<file path="src/design/imgf_pkg.sv">
// shared types and constants for the interval merge gap finder
package imgf_pkg;
    localparam int MaxItemsDefault = 64;
    localparam int Margin = 4;
    localparam int CfgIdxW = 3;
    localparam int CfgDataW = 17;

    typedef enum logic [2:0] {
        CFG_HORIZONTAL = 3'd0,
        CFG_BAR_LEFT   = 3'd1,
        CFG_BAR_TOP    = 3'd2,
        CFG_BAR_RIGHT  = 3'd3,
        CFG_BAR_BOTTOM = 3'd4,
        CFG_RO_WIDTH   = 3'd5,
        CFG_RO_HEIGHT  = 3'd6,
        CFG_PREF_OFF   = 3'd7
    } t_cfg_idx;

    localparam logic [1:0] ClassOther = 2'd0;
    localparam logic [1:0] ClassInteractive = 2'd1;
    localparam logic [1:0] ClassContainer = 2'd2;
    localparam logic [1:0] ClassSpare = 2'd3;

    typedef struct packed {
        logic               horizontal;
        logic signed [15:0] bar_left;
        logic signed [15:0] bar_top;
        logic signed [15:0] bar_right;
        logic signed [15:0] bar_bottom;
        logic [14:0]        ro_width;
        logic [14:0]        ro_height;
        logic [16:0]        pref_off;
    } t_cfg;

    // queue entry between front and back
    typedef struct packed {
        logic               keep;
        logic               last;
        logic signed [16:0] s;
        logic signed [16:0] e;
    } t_span_cmd;
endpackage

</file>
<file path="src/design/imgf_front.sv">
// front end: filters items and turns them into axis spans
module imgf_front (
    input  logic                  i_clk,
    input  logic                  i_rst_n,
    input  imgf_pkg::t_cfg        i_cfg,
    input  logic                  i_valid,
    output logic                  o_ready,
    input  logic signed [15:0]    i_l,
    input  logic signed [15:0]    i_t,
    input  logic signed [15:0]    i_r,
    input  logic signed [15:0]    i_b,
    input  logic [1:0]            i_cls,
    input  logic                  i_last,
    output logic                  o_valid,
    input  logic                  i_ready,
    output imgf_pkg::t_span_cmd   o_cmd
);
    logic                r_v;
    imgf_pkg::t_span_cmd r_cmd;
    imgf_pkg::t_span_cmd n_cmd;
    logic                cls_ok, nonempty, overlap, wide;
    logic signed [17:0]  bar_len, item_len;
    logic signed [21:0]  item10, bar9;

    assign o_ready = !r_v || i_ready;
    assign o_valid = r_v;
    assign o_cmd   = r_cmd;

    always_comb begin
        cls_ok   = (i_cls == imgf_pkg::ClassInteractive) || (i_cls == imgf_pkg::ClassContainer);
        nonempty = (i_r > i_l) && (i_b > i_t);
        overlap  = (i_r > i_cfg.bar_left) && (i_l < i_cfg.bar_right)
                && (i_b > i_cfg.bar_top) && (i_t < i_cfg.bar_bottom);
        bar_len  = i_cfg.horizontal ? 18'(i_cfg.bar_right) - 18'(i_cfg.bar_left)
                                    : 18'(i_cfg.bar_bottom) - 18'(i_cfg.bar_top);
        item_len = i_cfg.horizontal ? 18'(i_r) - 18'(i_l) : 18'(i_b) - 18'(i_t);
        item10   = 22'(item_len) * 22'sd10;
        bar9     = 22'(bar_len) * 22'sd9;
        wide     = (i_cls == imgf_pkg::ClassContainer) && (item10 >= bar9);
        n_cmd.keep = cls_ok && nonempty && overlap && !wide;
        n_cmd.last = i_last;
        n_cmd.s    = (i_cfg.horizontal ? 17'(i_l) : 17'(i_t)) - 17'(imgf_pkg::Margin);
        n_cmd.e    = (i_cfg.horizontal ? 17'(i_r) : 17'(i_b)) + 17'(imgf_pkg::Margin);
    end

    always_ff @(posedge i_clk) begin
        if (!i_rst_n) begin
            r_v <= 1'b0;
        end else if (o_ready) begin
            r_v <= i_valid;
        end
        if (o_ready && i_valid) begin
            r_cmd <= n_cmd;
        end
    end
endmodule

</file>
<file path="config.mk">
export PLATFORM = sky130hd
export DESIGN_NAME = imgf_front
export DESIGN_NICKNAME = d
export VERILOG_FILES = /design/src/design/imgf_pkg.sv /design/src/design/imgf_front.sv
export SDC_FILE = /design/constraint.sdc
export NUM_CORES = 1
export LEC_CHECK = 0
export ABC_CLOCK_PERIOD_IN_PS = 16600
export BUFFER_PORTS_ARGS = -buffer_cell sky130_fd_sc_hd__buf_2
export CORE_MARGIN = 8
export CORE_UTILIZATION = 45
export CTS_CLUSTER_DIAMETER = 200
export CTS_CLUSTER_SIZE = 10
export DETAILED_ROUTE_END_ITERATION = 8
export PLACE_DENSITY = 0.73
export SLEW_MARGIN = 5
export SYNTH_ARGS = -nofsm -noshare
export SYNTH_HDL_FRONTEND = slang
export SYNTH_SLANG_ARGS = --single-unit
</file>
<file path="constraint.sdc">
create_clock -name i_clk -period 16.6 [get_ports i_clk]
set_input_delay 2.49 -clock i_clk [delete_from_list [all_inputs] [get_ports i_clk]]
set_output_delay 2.49 -clock i_clk [all_outputs]
set_load 0.1 [all_outputs]
</file>
==> summary.log <==
INFO  timing         finalMaxSlewViolations=0
INFO  setup_path     start_kind=input port
INFO  clocking       cts_hold_repair.buffers=0
INFO  clocking       htree_num_levels=2
INFO  global_route   grt_start_max_net_pins=69
INFO  detailed_routing wirelength_met1=12900um
INFO  detailed_routing detail_route.wl_per_cell=17.9um
INFO  detailed_routing via_count=9218
INFO  detailed_routing ant_nets=0
INFO  worst_hold_path holdCritPathClass=flip-flop to flip-flop
INFO  synth          yosys-top-cells-area=ha_1 (28%), edfxtp_1 (12%), xnor2_1 (5.8%)
INFO  clocking       cts-root-to-sink-buffers=2
INFO  detailed_routing routed.top_layer=met5
INFO  floorplanning  floorplan.initialDensity=46.1%
INFO  global_route   grt.total_usage=21.2%
INFO  clocking       cts.root.buffer_cell=clkbuf_16
INFO  pwr            irDropWorstVdd=0.0566mV
INFO  global_route   overflow=0
INFO  synth          proportion_of_register_bits_with_asynchronous_set_or_reset_after_synthesis=0%
INFO  synth          synth_edf_count=36
INFO  synth          synth.avg_cell_area=8.03um^2
INFO  pwr            power.leakage=5.35nW
INFO  floorplanning  fp-row-count=52
INFO  setup_path     critPathTopFamily=compound AO/OA/AOI/OAI gates
INFO  layout         antenna-diode-count=0
INFO  placement      routabilityCongestion=0.901
INFO  layout         final_layout_size_suffix_gt1_share=15.2%
INFO  placement      port_buffers=173
INFO  timing         setup_viol=0
INFO  detailed_routing dr_wl_met3=2110um
INFO  clocking       cts_resized=0
INFO  detailed_routing postRouteWirelength=28600um
INFO  timing         min_period=9.06ns
INFO  setup_path     crit_type=input port to flip-flop
INFO  clocking       worst_setup_hold_path_clk_slew=0.06ns
INFO  layout         final-seq-area=1100um^2
INFO  timing         final_setup_tns=0ns
INFO  timing         hold_ws=0.519ns
INFO  clocking       cts_setup_buffers=0
INFO  setup_path     crit_path_end_kind=flip-flop
INFO  floorplanning  boundaryPins=221
INFO  timing         tightestPinTransition=0.977ns
INFO  placement      pre_cts_ws=7.50ns
INFO  layout         syn2layout_area_growth=13.6%
INFO  synth          synthTopCellsByCount=ha_1 (210), inv_1 (134), a21oi_1 (84)
INFO  clocking       worstSkewPairLatency=0.29ns
INFO  detailed_routing avgViaCountPerCell=5.76
INFO  timing         final_min_period_over_clock_period=54.6%
INFO  synth          synth.lib_cells_used.distinct=72
INFO  synth          ys_seq_elements=37
INFO  detailed_routing detailroute.wirelength.met2=12800um
INFO  floorplanning  die_h=160um
INFO  synth          yosys_most_used_dff=edfxtp_1
INFO  setup_path     cp.arrival=9.14ns
INFO  timing         final.setup.worst_slack=7.54ns
INFO  flow_run       max-cap-violations=0
INFO  layout         number_of_fillers_in_the_final_layout=2004
INFO  pwr            pwr_density_cell=92.1nW/um^2
INFO  detailed_routing detailedRoute.firstIterationViolations=689
INFO  synth          synth_seq_area_share=11.8%
INFO  global_route   initial_antenna_violation_count=1
INFO  synth          synth_fp_nets=1564
INFO  clocking       tritoncts_clock_tree=done
INFO  floorplanning  die_w=160um
INFO  layout         final_area=10600um^2
INFO  layout         final_net_count=1728
INFO  timing         hold_violations=0
INFO  synth          syn-cell-area=9360um^2
INFO  synth          synth_area_leader_cell=ha_1
INFO  timing         max_freq=0.110GHz
INFO  timing         timing.slew.headroom=33.2%
INFO  detailed_routing drcViolationCount=0
INFO  setup_path     critical_path_cell_with_the_highest_stage_delay=o311ai_0
INFO  setup_path     crit_path_max_incr_delay=0.63ns
INFO  synth          post_synth_inst_count=1165
INFO  detailed_routing drt_first_pass_iters=5
INFO  global_route   grt_pass1_vias=8703
INFO  clocking       total_cts_buffers=5
INFO  setup_path     worstPathBufferInverterCount=2
INFO  run_status     status=finished, final reports clean
INFO  floorplanning  placeableCoreArea=20300um^2
INFO  synth          synth_top_area_share=28.1%
INFO  setup_path     cp.required=16.68ns
INFO  timing         skew=0.00548ns
INFO  floorplanning  fp.dieArea=25700um^2
INFO  synth          yosysMostFrequentCell=ha_1
INFO  global_route   global_route_wire_length_before_repair=44600um
INFO  clocking       cts.sinks=37
INFO  layout         multi_input_area=7660um^2
INFO  setup_path     worst-path-max-fanout=4
INFO  synth          yosysWarnings=0
INFO  placement      post_dp_cell_area=10500um^2
INFO  timing         setup_repair_after_global_routing_missed_its_margin=no
INFO  placement      hpwl=24600um
## cells by family (layout without fill, tap and decap cells)
| family | count (synthesis) | after routing | synth area share [%] |
|---|---|---|---|
| AOI/OAI and AO/OA | 331 | 331 | 23.2 |
| and+or+nand+nor | 294 | 294 | 16.2 |
| adders and majority gates | 216 | 216 | 29.4 |
| buffers and inverters | 152 | 317 | 6.33 |
| xor gates and xnor gates | 103 | 103 | 9.64 |
| DFF | 37 | 37 | 11.8 |
| muxes | 32 | 32 | 3.46 |
## flip-flops by register name, summed over array words and instances (netlist names)
signal and count:
o_cmd 36, o_valid 1
## report_power, final
part | internal, mW | switching (mW)
combinational | 0.326 | 0.445
sequential | 0.112 | 0.00146
clock | 0.0551 | 0.0401
total | 0.493 | 0.487
## per-stage QoR
step | std cells | utilization [%] | power, mW
2_1_floorplan | 1165 | - | 0.714
3_3_place_gp | 1592 | 51.7 | 0.860
3_5_place_dp | 1592 | 51.7 | 0.875
4_1_cts | 1600 | 52.4 | 0.976
5_1_grt | 1600 | 52.4 | 1.07
6_report | 1600 | 52.4 | 0.980
## final cells by class
cell class | instances | share of cell area [%]
clock buffer | 5 | 1.18
clock inverter | 3 | 0.165
inverter | 134 | 4.73
multi-input combinational | 976 | 72.1
sequential | 37 | 10.4
tap | 270 | 3.18
timing repair buffer | 175 | 8.31
## cell usage in the layout (no fill, tap or decap), types with 15 or more instances in the layout
master	netlist	layout
a21o_1	45	45
a21oi_1	84	84
a31oi_1	21	21
buf_2	8	172
edfxtp_1	36	36
ha_1	210	210
inv_1	134	134
mux2i_1	29	29
nand2_1	53	53
nand2b_1	24	24
nand3_1	18	18
nand4_1	20	20
nor2_1	63	63
nor2b_1	25	25
nor3_1	35	35
o21a_1	18	18
o21ai_0	55	55
o21ai_1	15	15
xnor2_1	62	62
xor2_1	41	41
## worst min-delay path, delay by kind of cell, from the launching register on
kind             cells  cell delay [ns]
AND/OR/NAND/NOR      1             0.08
flip-flops           1             0.31
AO/OA/AOI/OAI        1             0.08
## routing by layer
metal | vias to the layer above | track usage [%]
li1 | 4602 | -
met1 | 4226 | 27.4
met2 | 337 | 34.9
met3 | 51 | 4.52
met4 | 2 | 6.12
met5 | - | 0
## worst paths after layout
path             start         to  slack [ns]  depth (start not counted)
min reg2reg    o_valid    o_valid        0.52                          2
min            o_valid    o_valid        0.52                          2
max reg2reg    o_valid  o_cmd[19]       15.09                          2
max          i_cfg[96]  o_cmd[35]        7.54                         28
Power figures use the tool's default switching activity.
