File: src/design/imgf_pkg.sv
// shared types and constants for the interval merge gap finder
package imgf_pkg;
    localparam int MaxItemsDefault = 64;
    localparam int Margin = 4;
    localparam int CfgIdxW = 3;
    localparam int CfgDataW = 17;

    typedef enum logic [2:0] {
        CFG_HORIZONTAL = 3'd0,
        CFG_BAR_LEFT   = 3'd1,
        CFG_BAR_TOP    = 3'd2,
        CFG_BAR_RIGHT  = 3'd3,
        CFG_BAR_BOTTOM = 3'd4,
        CFG_RO_WIDTH   = 3'd5,
        CFG_RO_HEIGHT  = 3'd6,
        CFG_PREF_OFF   = 3'd7
    } t_cfg_idx;

    localparam logic [1:0] ClassOther = 2'd0;
    localparam logic [1:0] ClassInteractive = 2'd1;
    localparam logic [1:0] ClassContainer = 2'd2;
    localparam logic [1:0] ClassSpare = 2'd3;

    typedef struct packed {
        logic               horizontal;
        logic signed [15:0] bar_left;
        logic signed [15:0] bar_top;
        logic signed [15:0] bar_right;
        logic signed [15:0] bar_bottom;
        logic [14:0]        ro_width;
        logic [14:0]        ro_height;
        logic [16:0]        pref_off;
    } t_cfg;

    // queue entry between front and back
    typedef struct packed {
        logic               keep;
        logic               last;
        logic signed [16:0] s;
        logic signed [16:0] e;
    } t_span_cmd;
endpackage

File: src/design/imgf_queue.sv
// short queue between front and back
module imgf_queue (
    input  logic                i_clk,
    input  logic                i_rst_n,
    input  logic                i_valid,
    output logic                o_ready,
    input  imgf_pkg::t_span_cmd i_cmd,
    output logic                o_valid,
    input  logic                i_ready,
    output imgf_pkg::t_span_cmd o_cmd
);
    imgf_pkg::t_span_cmd r_mem [4];
    logic [1:0] r_wp, r_rp;
    logic [2:0] r_cnt;
    logic       wr, rd;

    assign o_ready = r_cnt != 3'd4;
    assign o_valid = r_cnt != 3'd0;
    assign o_cmd   = r_mem[r_rp];
    assign wr      = i_valid && o_ready;
    assign rd      = o_valid && i_ready;

    always_ff @(posedge i_clk) begin
        if (!i_rst_n) begin
            r_wp <= '0;
            r_rp <= '0;
            r_cnt <= '0;
        end else begin
            if (wr) r_wp <= r_wp + 2'd1;
            if (rd) r_rp <= r_rp + 2'd1;
            r_cnt <= r_cnt + {2'd0, wr} - {2'd0, rd};
        end
        if (wr) r_mem[r_wp] <= i_cmd;
    end
endmodule

File: config.mk
export PLATFORM = sky130hd
export DESIGN_NAME = imgf_queue
export DESIGN_NICKNAME = d
export VERILOG_FILES = /design/src/design/imgf_pkg.sv /design/src/design/imgf_queue.sv
export SDC_FILE = /design/constraint.sdc
export NUM_CORES = 1
export LEC_CHECK = 0
export ABC_AREA = 1
export ABC_CLOCK_PERIOD_IN_PS = 7850
export BUFFER_PORTS_ARGS = -buffer_cell sky130_fd_sc_hd__buf_2
export CAP_MARGIN = 30
export CORE_UTILIZATION = 60
export CTS_CLUSTER_SIZE = 20
export DETAILED_ROUTE_END_ITERATION = 7
export PLACE_DENSITY = 0.93
export SLEW_MARGIN = 10
export SYNTH_ARGS = -nofsm -noshare
export SYNTH_HDL_FRONTEND = slang
export SYNTH_SLANG_ARGS = --single-unit
File: constraint.sdc
create_clock -name i_clk -period 7.85 [get_ports i_clk]
set_input_delay 2.355 -clock i_clk [delete_from_list [all_inputs] [get_ports i_clk]]
set_output_delay 2.355 -clock i_clk [all_outputs]
set_load 0.01 [all_outputs]
==> results of run 1 <==
critical path: cells and delay by family (launching register included):
kind / cells / cell delay, ns
flops: 1 / 0.33
compound gates: 2 / 0.50
buf+inv: 3 / 1.12
area by class of cell:
class	count	area (um^2)	share of cell area, %
Tap cell	129	161	2.32
Clock buffer	17	414	5.96
Inverter	16	67.6	0.973
Clock inverter	13	170	2.45
Sequential cell	153	4510	64.9
Multi-Input combinational cell	222	1140	16.4
Timing Repair Buffer	83	488	7.02
Antenna cell	1	2.50	0.0360
routing by layer:
| layer | track usage, % | vias to the layer above | share of wire (%) |
|---|---|---|---|
| met4 | 11.4 | 0 | 3.3 |
| met1 | 31.7 | 1847 | 37 |
| met2 | 46.2 | 190 | 54 |
| li1 | - | 1688 | - |
| met5 | 0 | - | 0 |
| met3 | 7.56 | 36 | 6.1 |
cell families (layout without fill, tap and decap cells):
family          Yosys count  count (layout)  synth area share (%)
flops                   153             153                  77.0
fa+ha+maj                 7               7                  1.62
other cells               0               1                     0
compound gates          115             115                  10.7
buf+inv                  38             129                  4.11
simple gates            100             100                  6.61
worst max-delay path by stage:
stage | from | end | cells after the start
6_report | flip-flop | o_cmd[35] | 5
5_1_grt | flip-flop | o_cmd[5] | 5
4_1_cts | flip-flop | o_cmd[35] | 5
3_5_place_dp | flip-flop | o_cmd[9] | 5
3_3_place_gp | flip-flop | o_cmd[32] | 5
2_1_floorplan | i_valid | r_mem[0][0] | 2
metrics by stage:
stage / utilization (%) / hold slack, ns / instance area [um^2]
after floorplan: - / 0.448 / 5850
after global placement: 67.2 / 0.465 / 6270
after detailed placement: 68.2 / 0.495 / 6360
after CTS: 74.4 / 0.521 / 6940
after global routing: 74.5 / 0.537 / 6950
final: 74.5 / 0.524 / 6950
report_power, final:
| part | switching [mW] | internal [mW] | total, mW |
|---|---|---|---|
| registers | 0.0332 | 0.996 | 1.03 |
| clock network | 0.324 | 0.484 | 0.808 |
| logic | 0.366 | 0.178 | 0.544 |
| total | 0.723 | 1.66 | 2.38 |
sequential cells by signal (all words and copies together), names as in the netlist, named ones only:
register,count
r_rp,2
r_cnt,3
r_wp,2
r_mem,144
placed cells by master (no fill, tap or decap):
cell type / n
edfxtp_1: 144
nor2_1: 79
buf_2: 77
o21ai_1: 58
o22ai_1: 36
clkbuf_16: 16
o21ai_0: 15
inv_1: 14
nand2_1: 11
dfxtp_1: 8
ha_1: 6
inv_6: 4
nor2_4: 4
a21oi_1: 4
nand3_1: 3
clkinvlp_4: 3
clkinv_4: 3
bufinv_16: 3
buf_12: 3
a21boi_0: 2
nand2_2: 2
buf_4: 2
diode_2: 1
nor2_2: 1
inv_4: 1
fa_1: 1
dfxtp_2: 1
clkbuf_8: 1
clkinv_2: 1
buf_16: 1
==> results.md, run 1 <==
- # IOs: slightly below 80
- Clk_lat worst skew: roughly 0.53 ns
- Syn Nets: 460
- EDFF count, synth: roughly 140
- Final setup viols: 0
- Worst path slowest cell: buf_4
- First-pass GRT wire length: 19300 um
- Commonest cells post-synth: 144 x edfxtp_1, 83 x nor2_1, 58 x o21ai_1, 36 x o22ai_1, 15 x o21ai_0
- Core ar.: between 0.009 and 0.01 mm^2
- Setup repair bufs after CTS: 0
- Die Footprint: a little over 0.01 mm^2
- Starting DRT DRC Count: ~400
- Initial Util: 62.7%
- Die X: about 100 um
- Cell count after placement: 603
- Initial antenna violation count: 1
- Cell Pwr Density: roughly 340 mW/mm^2
- Worst slew pin tran: ~0.75 ns
- Final Hold Vio Count: 0
- CTS root buf: clkbuf_8
- Hold_buf cts: 0
- Rel. slew slack: 50.0%
- Async SR Flop Fraction: 0%
- Die Y: 101 um
- Per-cell routed wire length: between 20 and 25 um
- Area leader, netlist: edfxtp_1
- Global Route Usage Sum: 26.8%
- Fin nets: 540
- Skew final: about 0.0088 ns
- DP Wirelength: 7340 um
- Synth Warn #: 0
- Peak supply drop: ~0.00022 V
- Static Leak: 2.49 nW
- Post-route ant nets: 0
- Fill cells: between 500 and 600
- Clock buffer depth: 2
- Max Freq: about 200 MHz
- Final WS setup: just under 3 ns
- Total power: 2.38 mW
- Post-synth top flop: edfxtp_1
- Crit end category: primary output
- Crit path required time: approximately 5.5 ns
- Reg2reg setup slack: between 5 and 6 ns
- Library cells used by synthesis: 20
- Final Cycle Share: 62.4%
- Vias per cell: 5.93
- Synth Cell Area: 0.00585 mm^2
- RSZ-0062 raised after global routing: false
- Synth top area share: 73.9%
- Outcome: finished clean
- Hold path start: r_rp[0]
- Port buffer count: 77
- Largest net degree at the start of global routing: 74
- Hold EP: r_rp[0]
- Ratio of cells with drive above 1 in the final layout: between 20% and 30%
- Top post-synthesis cells by area: edfxtp_1 74%, nor2_1 5.3%, o21ai_1 5.0%
- TNS Setup: 0 ns
- RR Startpoint: r_cnt[1]
- FF-to-FF path depth: 10
- Count leader, synth: edfxtp_1
- Crit path DAT: 2.54 ns
- RR Endpoint: r_cnt[2]
- CTS Sinks: between 150 and 200
- DRC: 0
- CP cell instances: buf_4 > inv_6 > o21ai_0 > o22ai_1 > buf_2
- CP max stage delay: 0.59 ns
- CTS tree: done
- Hold path depth: 2
- Vias: 3761
- Register area share after synthesis: about three quarters
- Fin cells: between 600 and 700
- Routed WL: 13200 um
- H-tree depth: 4
- Count of pins over their slew limit: 0
- Crit path max fanout: 73
- CTS Buf Count: 17
- Clock Pin Slew Worst Setup and Hold Paths: 0.06 ns
- Site Rows: 35
- Syn avg cell area: roughly 14 um^2
- GPL Wtd Cong: between 0.7 and 0.8
- Mapped Cells: about 410
- Area Overhead vs Synth: 18.7%
- Max Cap Viol: 0
- Fin crit period: ~4.9 ns
- Vias in the first global route: 3711
- Yosys reg bits: 153
- Min-delay worst type: reg2reg
- Grt ovf: 0
- WS Path Type: reg2out
- Dpl ws: 3.70 ns
- Cts repair resizes: 0
- Initial DRT Pass Iterations: 5
- Critical Path Source Type: flip-flop
No activity file was read; power rests on OpenSTA's default activity.
==> inputs of run 2 (changes only) <==
Settings changed: ABC_CLOCK_PERIOD_IN_PS 7850 to 4300, CORE_UTILIZATION 60 to 51, PLACE_DENSITY 0.93 to 0.85.
Clock period 7.85 ns to 4.3 ns, I/O delays scaled along.
==> run 2 against run 1 <==
Compared with the run above:
- design area rose by 0.43%
- largest power group unchanged
- critical endpoint is now o_cmd[32]
- register-to-register slack lost 3.5 ns
- critical path type unchanged
- die area grew 17%
==> results.md, run 2 (synthesis results as in run 1) <==
- Initial antenna violation count: 2
- First-pass GRT wire length: roughly 18000 um
- Clock buffer depth: 2
- H-tree depth: 4
- Crit path max fanout: 31
- Multi-input gate area: around 0.0011 mm^2
- Final cell area excluding filler cells: between 0.006 and 0.007 mm^2
- DRC: 0
- DP Wirelength: between 7000 and 8000 um
- Vias in the first global route: between 3000 and 4000
- Critical Path Sink: o_cmd[32]
- Final WS setup: just under 0.8 ns
- Post-route ant nets: 0
- Grt ovf: 0
- CTS Sinks: approximately 150
- Placed instance area: approximately 0.0064 mm^2
- Clk_lat worst skew: between 0.4 and 0.5 ns
- Ratio of cells with drive above 1 in the final layout: about 25%
- Global Route Usage Sum: between 20% and 30%
- Fin crit period: roughly 3.5 ns
- Cts repair resizes: 0
- Final Hold Vio Count: 0
- Worst path slowest cell: dfxtp_2
- CP cell instances: buf_4 > o21ai_0 > o22ai_1 > buf_2
- Fin cells: 648
- Die Footprint: around 0.012 mm^2
- Count of pins over their slew limit: 0
- CTS tree: done
- Setup repair bufs after CTS: 0
- FF-to-FF path depth: 10
- Die Y: around 110 um
- Die X: approximately 110 um
- TNS Setup: 0 ns
- Crit end category: primary output
- Initial Util: 53.1%
- Min-delay worst type: reg2reg
- Site Rows: 38
- Max Freq: 285 MHz
- Area Overhead vs Synth: 19.2%
- Dpl ws: around 1.3 ns
- Hold_buf cts: 0
- Vias: between 3000 and 4000
- Reg2reg setup slack: between 2 and 2.5 ns
- Port buffer count: 77
- Core ar.: ~0.011 mm^2
- RR Endpoint: r_cnt[2]
- CP max stage delay: 0.70 ns
- Most common cell after layout, fill and taps aside: edfxtp_1
- Outcome: finished clean
- Routed WL: ~12000 um
- Vias per cell: between 5 and 6
- WS Path Type: reg2out
- Cell Pwr Density: around 620 mW/mm^2
- Antenna diode count: 0
- Critical Path Source Type: flip-flop
- CTS Buf Count: 17
- RR Startpoint: r_cnt[1]
- Crit path DAT: 2.21 ns
- Static Leak: 2.51 nW
- GPL Wtd Cong: roughly 0.77
- Largest net degree at the start of global routing: 73
- Clock Pin Slew Worst Setup and Hold Paths: approximately 0.060 ns
- Final setup viols: 0
- Starting DRT DRC Count: roughly 370
- Top reg by flops: r_mem
- Fill cells: 760
- Max Cap Viol: 0
- Worst slew pin tran: between 0.7 and 0.8 ns
- Total power: about 4.4 mW
- Initial DRT Pass Iterations: 4
- Biggest regs: r_mem (144), r_cnt (3)
- Cell count after placement: roughly 620
- RSZ-0062 raised after global routing: false
- Rel. slew slack: between 40% and 50%
- CTS root buf: clkbuf_16
- Fin nets: 542
- Most frequent cells in the layout: 144 x edfxtp_1, 79 x nor2_1, 77 x buf_2, 58 x o21ai_1, 36 x o22ai_1
- Skew final: 0.00493 ns
- Crit path required time: ~3.0 ns
- Final Cycle Share: about four fifths
- Per-cell routed wire length: 18.6 um
- # IOs: between 70 and 80
- Sequential cell area: around 0.0045 mm^2
- Max reg flops: 144
- Peak supply drop: 0.000447 V
run 2: cell types whose count changed in the layout (fill, tap and decap cells not counted):
| cell | previous run | this run |
|---|---|---|
| diode_2 | 1 | 0 |
| buf_12 | 3 | 0 |
| inv_6 | 4 | 5 |
| buf_16 | 1 | 2 |
| buf_4 | 2 | 6 |
| bufinv_16 | 3 | 2 |
| clkbuf_16 | 16 | 17 |
| clkinv_2 | 1 | 0 |
| inv_8 | 0 | 4 |
| clkbuf_8 | 1 | 0 |
| clkinv_4 | 3 | 2 |
run 2: area by class of cell:
| type | instances | share of cell area [%] |
|---|---|---|
| clock inverters | 15 | 2.58 |
| repair buffers | 85 | 6.96 |
| well taps | 140 | 2.51 |
| multi-input cells | 222 | 16.3 |
| inverters | 16 | 0.968 |
| clock buffers | 17 | 6.10 |
| flip-flops and latches | 153 | 64.6 |
run 2: per-layer routing:
layer | part of all wire, % | GRT usage (%)
met4 | 1.1 | 7.53
met1 | 40 | 26.3
met5 | 0.11 | 0
met3 | 7.5 | 7.89
met2 | 52 | 35.7
run 2: critical path, delay by kind of cell, from the launching register on:
family                 cells  cell delay (ns)
AOI/OAI and AO/OA          2             0.49
DFF                        1             0.70
buffers and inverters      2             0.58
run 2: worst min path at each step:
stage	from	end	depth (start not counted)
finish	r_rp[0]	flip-flop	2
global route	r_rp[0]	r_rp[0]	2
CTS	r_rp[0]	flip-flop	2
detailed placement	r_rp[0]	r_rp[0]	2
global placement	r_rp[0]	r_rp[0]	2
floorplan	r_rp[0]	flip-flop	2
run 2: stage by stage:
stage | utilization, % | hold WS, ns
final | 63.2 | 0.511
after floorplan | - | 0.448
after global placement | 57.3 | 0.468
after CTS | 63.2 | 0.510
after global routing | 63.2 | 0.531
after detailed placement | 57.8 | 0.475
run 2: power by group:
group	switching (mW)	total [mW]	internal [mW]	leakage, nW
Sequential	0.0900	1.91	1.82	1.39
Combinational	0.608	0.929	0.321	0.831
Clock	0.640	1.52	0.878	0.289
